**src/rtl/core/sfh_pkg.sv**
```systemverilog
// Shared types, frame constants and the seven-segment digit decode.
// No dependencies; imported by every module of the frame height parser.

package sfh_pkg;

    localparam int HEIGHT_W = 14;
    localparam int HIST_DEPTH = 5;

    typedef logic [7:0] t_byte;
    typedef logic [3:0] t_digit;
    typedef logic [HEIGHT_W-1:0] t_height;

    // Frame markers and the accepted frame type
    localparam t_byte START_BYTE = 8'h9B;
    localparam t_byte END_BYTE = 8'h9D;
    localparam t_byte HEIGHT_TYPE = 8'h12;
    localparam t_byte LEN_SHORT = 8'd7;
    localparam t_byte LEN_LONG = 8'd10;

    // Decimal point sits in bit 7 of a digit byte
    localparam int DP_BIT = 7;

    // Dash pattern decodes to this value
    localparam t_digit DASH_VAL = 4'd10;

    localparam t_height MAX_HEIGHT = 14'd11000;

    // Seven-segment patterns of the digits 0 to 9, then the dash
    localparam t_byte SEG_TABLE [0:10] = '{
        8'h7E, 8'h06, 8'h6D, 8'h79, 8'h33, 8'h5B, 8'h5F, 8'h70, 8'h7F, 8'h7B, 8'h01
    };

    // One reported height word
    typedef struct packed {
        logic    valid;
        t_height value;
    } t_emit;

    // Decode one segment byte; the decimal point is ignored
    function automatic t_digit seg_decode(input t_byte raw);
        t_digit d;
        case (raw[6:0])
            7'h7E:   d = 4'd0;
            7'h06:   d = 4'd1;
            7'h6D:   d = 4'd2;
            7'h79:   d = 4'd3;
            7'h33:   d = 4'd4;
            7'h5B:   d = 4'd5;
            7'h5F:   d = 4'd6;
            7'h70:   d = 4'd7;
            7'h7F:   d = 4'd8;
            7'h7B:   d = 4'd9;
            7'h01:   d = DASH_VAL;
            default: d = 4'd0;
        endcase
        return d;
    endfunction

endpackage

```
**src/rtl/core/segment_frame_height_parser_top.sv**
```systemverilog
// Top level of the segment frame height parser: input and result registers.
// Depends on sfh_pkg and sfh_frame_core.
//
//  channel  | valid   | ready   | payload
//  ---------+---------+---------+-----------------
//  rx word  | i_valid | o_ready | i_rx_byte
//  height   | o_valid | i_ready | o_height_tenths
//
// One byte per cycle sustained while the result is not stalled; an accepted
// byte goes from the input register through the frame state step into the
// result register. Reset (i_rst_n low, synchronous) clears the history,
// frame flags, heights and both register valids. A stalled result holds the
// frame step; the input register keeps its byte and o_ready stays low.

module segment_frame_height_parser_top (
    input  logic             i_clk,
    input  logic             i_rst_n,
    input  logic             i_valid,
    output logic             o_ready,
    input  sfh_pkg::t_byte   i_rx_byte,
    output logic             o_valid,
    input  logic             i_ready,
    output sfh_pkg::t_height o_height_tenths
);
    import sfh_pkg::*;

    logic    r_in_valid;
    t_byte   r_in_byte;
    logic    r_out_valid;
    t_height r_out_height;
    logic    w_step;
    t_emit   w_emit;

    // Advance the held byte when the result slot is free or being drained
    assign w_step  = r_in_valid && (!r_out_valid || i_ready);
    assign o_ready = !r_in_valid || w_step;

    // Input register
    always_ff @(posedge i_clk) begin
        if (!i_rst_n) begin
            r_in_valid <= 1'b0;
        end else if (o_ready) begin
            r_in_valid <= i_valid;
        end
    end

    always_ff @(posedge i_clk) begin
        if (o_ready && i_valid) begin
            r_in_byte <= i_rx_byte;
        end
    end

    sfh_frame_core u_core (
        .i_clk  (i_clk),
        .i_rst_n(i_rst_n),
        .i_step (w_step),
        .i_byte (r_in_byte),
        .o_emit (w_emit)
    );

    // Result register
    always_ff @(posedge i_clk) begin
        if (!i_rst_n) begin
            r_out_valid <= 1'b0;
        end else if (!r_out_valid || i_ready) begin
            r_out_valid <= w_emit.valid;
        end
    end

    always_ff @(posedge i_clk) begin
        if (w_emit.valid) begin
            r_out_height <= w_emit.value;
        end
    end

    assign o_valid         = r_out_valid;
    assign o_height_tenths = r_out_height;

endmodule

```
**src/rtl/core/sfh_height_calc.sv**
```systemverilog
// Combinational height arithmetic: three segment bytes to a height in tenths.
// Depends on sfh_pkg for the digit decode and width types.

module sfh_height_calc (
    input  sfh_pkg::t_byte   i_first,
    input  sfh_pkg::t_byte   i_mid,
    input  sfh_pkg::t_byte   i_last,
    output sfh_pkg::t_height o_height,
    output logic             o_mid_dash
);
    import sfh_pkg::*;

    t_digit     w_first;
    t_digit     w_mid;
    t_digit     w_last;
    logic [10:0] w_raw;

    // Decode each digit
    assign w_first = seg_decode(i_first);
    assign w_mid   = seg_decode(i_mid);
    assign w_last  = seg_decode(i_last);

    assign o_mid_dash = (w_mid == DASH_VAL);

    // Combine digits: first*100 + mid*10 + last, at most 1110
    assign w_raw = ({7'd0, w_first} << 6) + ({7'd0, w_first} << 5)
                 + ({7'd0, w_first} << 2)
                 + ({7'd0, w_mid} << 3) + ({7'd0, w_mid} << 1)
                 + {7'd0, w_last};

    // Scale to tenths unless the middle digit carries the decimal point
    always_comb begin
        if (i_mid[DP_BIT]) begin
            o_height = {3'd0, w_raw};
        end else begin
            o_height = ({3'd0, w_raw} << 3) + ({3'd0, w_raw} << 1);
        end
    end

endmodule

```
**src/rtl/core/sfh_frame_core.sv**
```systemverilog
// Frame tracking state: byte history, length/type/valid flags and heights.
// Depends on sfh_pkg and sfh_height_calc; one byte is consumed per step.

module sfh_frame_core (
    input  logic           i_clk,
    input  logic           i_rst_n,
    input  logic           i_step,
    input  sfh_pkg::t_byte i_byte,
    output sfh_pkg::t_emit o_emit
);
    import sfh_pkg::*;

    t_byte   r_hist [HIST_DEPTH];
    t_byte   n_hist [HIST_DEPTH];
    t_byte   r_len;
    t_byte   n_len;
    t_byte   r_type;
    t_byte   n_type;
    logic    r_valid;
    logic    n_valid;
    t_height r_cur;
    t_height n_cur;
    t_height r_last;
    t_height n_last;

    t_height w_height;
    logic    w_mid_dash;

    // Height from first digit, middle digit and the incoming last digit
    sfh_height_calc u_calc (
        .i_first   (r_hist[1]),
        .i_mid     (r_hist[0]),
        .i_last    (i_byte),
        .o_height  (w_height),
        .o_mid_dash(w_mid_dash)
    );

    // Next state for one word
    always_comb begin
        n_len   = r_len;
        n_type  = r_type;
        n_valid = r_valid;
        n_cur   = r_cur;
        n_last  = r_last;
        o_emit  = '0;

        // A start byte clears the frame before its place is judged
        if (i_byte == START_BYTE) begin
            n_len   = '0;
            n_valid = 1'b0;
        end

        // Place in frame from the history before the shift
        if (r_hist[0] == START_BYTE) begin
            n_len = i_byte;
        end else if (r_hist[1] == START_BYTE) begin
            n_type = i_byte;
        end else if (r_hist[2] == START_BYTE) begin
            if (r_type == HEIGHT_TYPE && (n_len == LEN_SHORT || n_len == LEN_LONG)
                    && seg_decode(i_byte) != 4'd0) begin
                n_valid = 1'b1;
            end
        end else if (r_hist[3] == START_BYTE) begin
            // middle digit: nothing yet
        end else if (r_hist[4] == START_BYTE && n_valid) begin
            if (!w_mid_dash) begin
                n_cur = w_height;
            end
        end

        // Shift history
        n_hist[0] = i_byte;
        for (int i = 1; i < HIST_DEPTH; i++) begin
            n_hist[i] = r_hist[i-1];
        end

        // Report a changed, nonzero height on the end byte
        if (i_step && i_byte == END_BYTE && n_cur != '0 && n_cur != r_last) begin
            o_emit.valid = 1'b1;
            o_emit.value = n_cur;
            n_last       = n_cur;
        end
    end

    // Hold or advance state
    always_ff @(posedge i_clk) begin
        if (!i_rst_n) begin
            for (int i = 0; i < HIST_DEPTH; i++) begin
                r_hist[i] <= '0;
            end
            r_len   <= '0;
            r_type  <= '0;
            r_valid <= 1'b0;
            r_cur   <= '0;
            r_last  <= '0;
        end else if (i_step) begin
            for (int i = 0; i < HIST_DEPTH; i++) begin
                r_hist[i] <= n_hist[i];
            end
            r_len   <= n_len;
            r_type  <= n_type;
            r_valid <= n_valid;
            r_cur   <= n_cur;
            r_last  <= n_last;
        end
    end

    a_emit_nonzero: assert property (@(posedge i_clk) disable iff (!i_rst_n)
        o_emit.valid |-> o_emit.value != '0)
        else $error("emitted height is zero");

    a_emit_range: assert property (@(posedge i_clk) disable iff (!i_rst_n)
        o_emit.valid |-> o_emit.value <= MAX_HEIGHT)
        else $error("emitted height out of range");

    a_emit_changed: assert property (@(posedge i_clk) disable iff (!i_rst_n)
        o_emit.valid |-> o_emit.value != r_last)
        else $error("emitted height repeats the last one");

    a_last_tracks: assert property (@(posedge i_clk) disable iff (!i_rst_n)
        o_emit.valid |=> r_last == $past(o_emit.value))
        else $error("last emitted height not updated");

endmodule
```
**config.mk**
```make
export PLATFORM = sky130hd
export DESIGN_NAME = segment_frame_height_parser_top
export DESIGN_NICKNAME = d
export VERILOG_FILES = /design/src/rtl/core/sfh_pkg.sv /design/src/rtl/core/segment_frame_height_parser_top.sv /design/src/rtl/core/sfh_height_calc.sv /design/src/rtl/core/sfh_frame_core.sv
export SDC_FILE = /design/constraint.sdc
export NUM_CORES = 1
export LEC_CHECK = 0
export BUFFER_PORTS_ARGS = -buffer_cell sky130_fd_sc_hd__buf_2
export CORE_UTILIZATION = 41
export CTS_CLUSTER_SIZE = 10
export DETAILED_ROUTE_END_ITERATION = 8
export SYNTH_ARGS = -nofsm -noshare
export SYNTH_HDL_FRONTEND = slang
export SYNTH_SLANG_ARGS = --single-unit
```
**constraint.sdc**
```tcl
create_clock -name i_clk -period 7.75 [get_ports i_clk]
set_clock_uncertainty 0.2 [all_clocks]
set_input_delay 2.325 -clock i_clk [delete_from_list [all_inputs] [get_ports i_clk]]
set_output_delay 2.325 -clock i_clk [all_outputs]
set_load 0.02 [all_outputs]
```
==> run_results.csv, run 1 <==
group,metric,value,unit
outcome,status,"finished, final reports clean",
layout,drive_gt1_share,9.86,%
place,dp_slack,0.473,ns
floorplanning,fp-row-count,46,
cts,clock_path_buffers,2,
worst_setup_path,r2r_end,"o_height_tenths[5]$_SDFFCE_PN0P_",
cts,clk_pin_slew,0.08,ns
detailed_routing,drt-total-wl,16200,µm
logic_synthesis,avgSynthCellArea,9.63,µm²
cts,clock_latency,0.36,ns
logic_synthesis,synth_top_cell_area_share,27.2,%
pwr,peakVddDrop,0.125,mV
pwr,leakagePower,0.00301,µW
layout,synthToLayoutAreaGrowth,8.13,%
logic_synthesis,yosysTopAreaCell,"edfxtp_1",
detailed_routing,ant_nets,0,
sta,worstMarginPinSlew,1.21,ns
floorplanning,die-area,17200,µm²
logic_synthesis,synthFlopType,"edfxtp_1",
worst_setup_path,reg2reg_depth,25,
layout,diodes,0,
sta,setup_viol,0,
worst_setup_path,cp-start-kind,"register",
worst_setup_path,criticalPathCategory,"reg -> reg",
grt,grt_max_degree,56,
layout,fillCellCount,1523,
worst_setup_path,cp-end-kind,"register",
logic_synthesis,synth_common_cells,"nand2_1 (66), edfxtp_1 (62), nor2_1 (56)",
worst_setup_path,path_max_fanout,26,
flow_run,cap_violations,0,
cts,cts.sinks,109,
worst_setup_path,reg2reg_from,"u_core.r_hist[1][3]$_SDFFCE_PN0P_",
place,gp_congestion,0.873,
place,dpl.hpwl,11600,µm
sta,fmax,138,MHz
logic_synthesis,ys_seq_area_share,40.9,%
detailed_routing,drc,0,
min_path,hold_path_startpoint,"u_core.r_last[0]$_SDFFE_PN0P_",
logic_synthesis,synth_seq_cells,109,
detailed_routing,via_per_inst,5.82,
cts,cts_root_buf,"clkbuf_16",
detailed_routing,num_vias,5444,
min_path,hold-path-endpoint,"u_core.r_last[0]$_SDFFE_PN0P_",
pwr,p_per_area,167,nW/µm²
logic_synthesis,syn_nets,757,
worst_setup_path,worstPathArrival,7.17,ns
min_path,min_path_cells,2,
floorplanning,start_util,42.5,%
detailed_routing,wl_per_cell,17.4,µm
grt,grt_overflow,0,
place,port_buffers,27,
detailed_routing,drtPass1Iterations,5,
grt,grt.total_usage,19.6,%
floorplanning,die_h,131,µm
grt,grt_pass1_vias,5172,
logic_synthesis,synth_edf_count,62,
floorplanning,die_w,131,µm
cts,cts_made_buffers,9,
worst_setup_path,ff2ff_setup_slack,0.51,ns
sta,final.setup.worst_slack,0.513,ns
sta,slew_headroom,19.3,%
grt,grt_pass1_wl,26800,µm
logic_synthesis,ys_types,85,
sta,rsz0062_at_grt,"no",
logic_synthesis,yosys_warnings,0,
sta,fin_setup_tns,0,ns
floorplanning,io_pins,28,
layout,nets,761,
min_path,hp-class,"reg -> reg",
sta,hold_viol,0,
sta,drv_slew,0,
cts,cts_tree,"built",
sta,min_period,7.24,ns
worst_setup_path,worstPathRequired,7.68,ns
sta,post-route-period-util,93.4,%
logic_synthesis,synth_area,6850,µm²
detailed_routing,drt_iter0_drc,667,
logic_synthesis,post-synth-top-count-cell,"nand2_1",
logic_synthesis,async_flop_share,0,%
floorplanning,core,16100,µm²
grt,grt_antenna_before_repair,0,
logic_synthesis,synthTopCellsByArea,"edfxtp_1 (27%), dfxtp_1 (14%), ha_1 (5.3%), mux2i_1 (4.5%), and2_1 (3.8%)",
logic_synthesis,synthCells,711,
cts,htreeDepth,3,
cts,ctsHoldBuffers,0,
-- registers in the layout (all words and copies together), names as in the netlist, 8 cells and up --
| name | count |
|---|---|
| u_core.r_cur | 14 |
| o_height_tenths | 14 |
| r_in_byte | 8 |
| u_core.r_last | 14 |
| u_core.r_hist | 40 |
| u_core.r_len | 8 |
| u_core.r_type | 8 |
-- metrics by stage --
| step | util [%] | instances | power [µW] | area (µm²) | hold slack (ns) |
|---|---|---|---|---|---|
| 6_report | 45.9 | 936 | 1240 | 7400 | 0.260 |
| 4_1_cts | 45.9 | 936 | 1250 | 7400 | 0.263 |
| 3_3_place_gp | 44.1 | 920 | 786 | 7110 | 0.255 |
| 3_5_place_dp | 44.1 | 920 | 789 | 7110 | 0.249 |
| 5_1_grt | 45.9 | 936 | 1290 | 7400 | 0.280 |
| 2_1_floorplan | - | 711 | 752 | 6850 | 0.234 |
-- power by group --
part	internal (µW)	switching, µW	total [µW]	leakage, µW
logic	47.8	77.4	125	0.00182
registers	628	25.4	653	0.00105
clock network	225	232	458	0.000139
-- cell usage in the layout, fill, tap and decap left out, drive strengths merged, types with 8 or more instances in the layout --
master	synthesis	layout
nor2b	11	11
and3	8	8
nor3	20	20
inv	24	27
nand4	13	13
clkbuf	25	9
mux2i	31	31
o21ai	20	20
xnor2	10	10
dfxtp	47	47
a21oi	28	28
nand2b	15	15
and2	42	42
nand3	18	18
nor4	12	12
buf	12	30
ha	29	29
a22o	9	9
nor2	57	57
nand2	67	67
edfxtp	62	62
xor2	17	17
-- worst max-delay path by stage --
| stage | depth (start not counted) | to | slack (ns) | start |
|---|---|---|---|---|
| after floorplan | 29 | o_height_tenths[5]$_SDFFCE_PN0P_ | 1.20 | u_core.r_hist[1][3]$_SDFFCE_PN0P_ |
| after global routing | 25 | o_height_tenths[5]$_SDFFCE_PN0P_ | 0.07 | u_core.r_hist[1][0]$_SDFFCE_PN0P_ |
| after detailed placement | 26 | o_height_tenths[5]$_SDFFCE_PN0P_ | 0.47 | u_core.r_hist[1][0]$_SDFFCE_PN0P_ |
| after global placement | 25 | o_height_tenths[5]$_SDFFCE_PN0P_ | 0.64 | u_core.r_hist[0][3]$_SDFFCE_PN0P_ |
| final | 25 | o_height_tenths[5]$_SDFFCE_PN0P_ | 0.51 | u_core.r_hist[1][3]$_SDFFCE_PN0P_ |
| after CTS | 26 | o_height_tenths[5]$_SDFFCE_PN0P_ | 0.44 | u_core.r_hist[1][0]$_SDFFCE_PN0P_ |
-- metal layers --
| metal | share of wire, % | global-route usage (%) |
|---|---|---|
| met1 | 46 | 26.0 |
| met2 | 47 | 31.4 |
| met3 | 5.0 | 3.82 |
| met4 | 2.5 | 7.71 |
| met5 | 0 | 0 |
-- layout make-up --
type                            count  area [µm²]  area share, %
Multi-Input combinational cell    540        3790           51.1
Sequential cell                   109        2800           37.9
Tap cell                          216         270           3.65
Clock buffer                        9         225           3.04
Timing Repair Buffer               30         158           2.13
Inverter                           25        96.3           1.30
Clock inverter                      7        65.1          0.879
-- worst max-delay path, cell delays in order (launching register included) --
cell and delay, ns:
edfxtp_1 0.55, nand3_1 0.18, nor2_1 0.18, a21oi_1 0.07
nor3_1 0.28, a311o_1 0.33, xor2_1 0.12, ha_1 0.22
a21o_1 0.18, fa_1 0.48, ha_1 0.26, fa_1 0.47
xor2_1 0.41, ha_1 0.34, o21ai_0 0.19, o21ai_0 0.22
o41ai_1 0.11, o41ai_1 0.43, buf_4 0.21, xor2_1 0.22
o2111ai_1 0.18, nor4_4 0.33, nand4_1 0.19, nand3_4 0.27
inv_4 0.20, and2_1 0.19
-- what timing repair did --
item	4_1_cts	5_1_grt
hold endpoints to repair	0	0
resized for setup	0	1
setup buffers	0	0
setup endpoints to repair	0	1
-- kinds of logic (layout without fill, tap and decap cells) --
logic type	after synthesis	in the layout	synth area share (%)
flip-flops	109	109	40.9
buffers and inverters	62	71	3.86
AO/OA/AOI/OAI	135	135	14.7
multiplexers	32	32	4.75
AND/OR/NAND/NOR	312	312	25.6
XOR/XNOR	27	27	3.45
adder cells (fa/ha/maj)	34	34	6.76
(Power assumes the default switching activity.)
==> inputs of run 2 (changes only) <==
Settings changed: CTS_CLUSTER_SIZE 10 to 24, RECOVER_POWER set to 50.
Clock period 7.75 ns to 7.4 ns, I/O delays scaled along.
==> run_results.csv, run 2 (same netlist as run 1, synthesis figures left out) <==
group,metric,value,unit
outcome,status,"complete, but fails checks",
outcome,violations,"capacitance limit, slew limit",
cts,htreeDepth,3,
layout,final_cell_mix,"nand2_1 (66), edfxtp_1 (62), nor2_1 (56)",
layout,top_register,"u_core.r_hist",
worst_setup_path,cp-end-kind,"register",
layout,drive_gt1_share,7.89,%
sta,hold_viol,0,
detailed_routing,via_per_inst,5.76,
sta,setup_viol,0,
pwr,leakagePower,0.00296,µW
detailed_routing,num_vias,5401,
worst_setup_path,path_max_fanout,26,
worst_setup_path,worstPathRequired,7.33,ns
cts,cts_made_buffers,9,
layout,nets,763,
detailed_routing,drc,0,
detailed_routing,drt-total-wl,16400,µm
layout,largest_reg_flops,40,
place,gp_congestion,0.851,
worst_setup_path,worstPathArrival,6.91,ns
cts,ctsHoldBuffers,0,
worst_setup_path,slowest_delay,0.58,ns
grt,grt_antenna_before_repair,0,
floorplanning,die_h,131,µm
place,dpl.hpwl,11700,µm
sta,drv_slew,97,
grt,grt_pass1_vias,5178,
pwr,p_per_area,181,nW/µm²
cts,clock_latency,0.37,ns
worst_setup_path,crit_family,"simple AND/OR/NAND/NOR gates",
pwr,finalPower,1340,µW
layout,layout.cells.most_common,"nand2_1",
sta,min_period,6.98,ns
pwr,peakVddDrop,0.114,mV
cts,cts_tree,"built",
detailed_routing,drtPass1Iterations,5,
sta,fin_setup_tns,0,ns
flow_run,cap_violations,2,
floorplanning,core,16100,µm²
floorplanning,fp-row-count,46,
detailed_routing,wl_per_cell,17.5,µm
detailed_routing,ant_nets,0,
worst_setup_path,criticalPathCategory,"reg -> reg",
sta,slew_headroom,-51.5,%
worst_setup_path,critPathSlowestCell,"edfxtp_1",
floorplanning,die_w,131,µm
worst_setup_path,cp-start-kind,"register",
cts,cts_root_buf,"clkbuf_16",
worst_setup_path,crit_top_cell,"ha_1",
worst_setup_path,crit_buf_inv,2,
detailed_routing,drt_iter0_drc,507,
cts,clock_path_buffers,2,
min_path,hp-class,"reg -> reg",
grt,grt_overflow,0,
cts,cts.sinks,109,
floorplanning,start_util,42.5,%
grt,grt.total_usage,19.6,%
floorplanning,die-area,17200,µm²
cts,clk_pin_slew,0.08,ns
grt,grt_pass1_wl,26900,µm
floorplanning,io_pins,28,
place,port_buffers,27,
layout,diodes,0,
sta,fmax,143,MHz
grt,grt_max_degree,56,
sta,rsz0062_at_grt,"no",
sta,worstMarginPinSlew,2.27,ns
layout,synthToLayoutAreaGrowth,8.57,%
sta,post-route-period-util,94.3,%
-- run 2: through the flow --
step | instances | utilization, % | hold slack (ns) | area (µm²) | setup WS, ns
after CTS | 938 | 46.2 | 0.269 | 7450 | 0.302
final | 938 | 46.1 | 0.266 | 7430 | 0.420
after global routing | 938 | 46.1 | 0.291 | 7430 | 0.0509
after global placement | 922 | 44.2 | 0.250 | 7120 | 0.447
after detailed placement | 922 | 44.2 | 0.258 | 7120 | 0.332
after floorplan | 711 | - | 0.234 | 6850 | 0.848
-- run 2: cell type report --
| class | count | area, µm² |
|---|---|---|
| fill | 1577 | 8680 |
| tap | 216 | 270 |
| clock inverter | 6 | 78.8 |
| timing repair buffer | 32 | 149 |
| inverter | 25 | 96.3 |
| clock buffer | 10 | 250 |
| multi-input combinational | 540 | 3790 |
| sequential | 109 | 2800 |
-- run 2: final timing paths --
kind                                                         from                                to  slack (ns)  cells after the start
worst min-delay path                u_core.r_last[0]$_SDFFE_PN0P_     u_core.r_last[0]$_SDFFE_PN0P_        0.27                      2
worst max-delay path            u_core.r_hist[1][3]$_SDFFCE_PN0P_  o_height_tenths[5]$_SDFFCE_PN0P_        0.42                     26
worst min register to register      u_core.r_last[0]$_SDFFE_PN0P_     u_core.r_last[0]$_SDFFE_PN0P_        0.27                      2
worst max register to register  u_core.r_hist[1][3]$_SDFFCE_PN0P_  o_height_tenths[5]$_SDFFCE_PN0P_        0.42                     26
-- run 2: worst min-delay path, cell delays in order (launching register included) --
cell	delay, ns
dfxtp_1	0.31
nand2_1	0.05
mux2i_1	0.05
-- run 2: repair_timing --
item                       in CTS  in global routing
setup endpoints to repair       0                 18
setup buffers                   0                  0
gates resized for setup         0                  1
hold endpoints to repair        0                  0
-- run 2: power breakdown --
group	switching, µW	internal, µW	total, µW
clock	241	288	529
combinational	81.8	50.2	132
sequential	25.5	658	684
-- run 2: layer usage --
layer	vias up	global-route usage, %	part of all wire, %
met2	135	32.9	48
met1	2615	25.3	46
li1	2634	-	-
met4	0	5.69	1.4
met5	-	0	0
met3	17	3.90	4.7
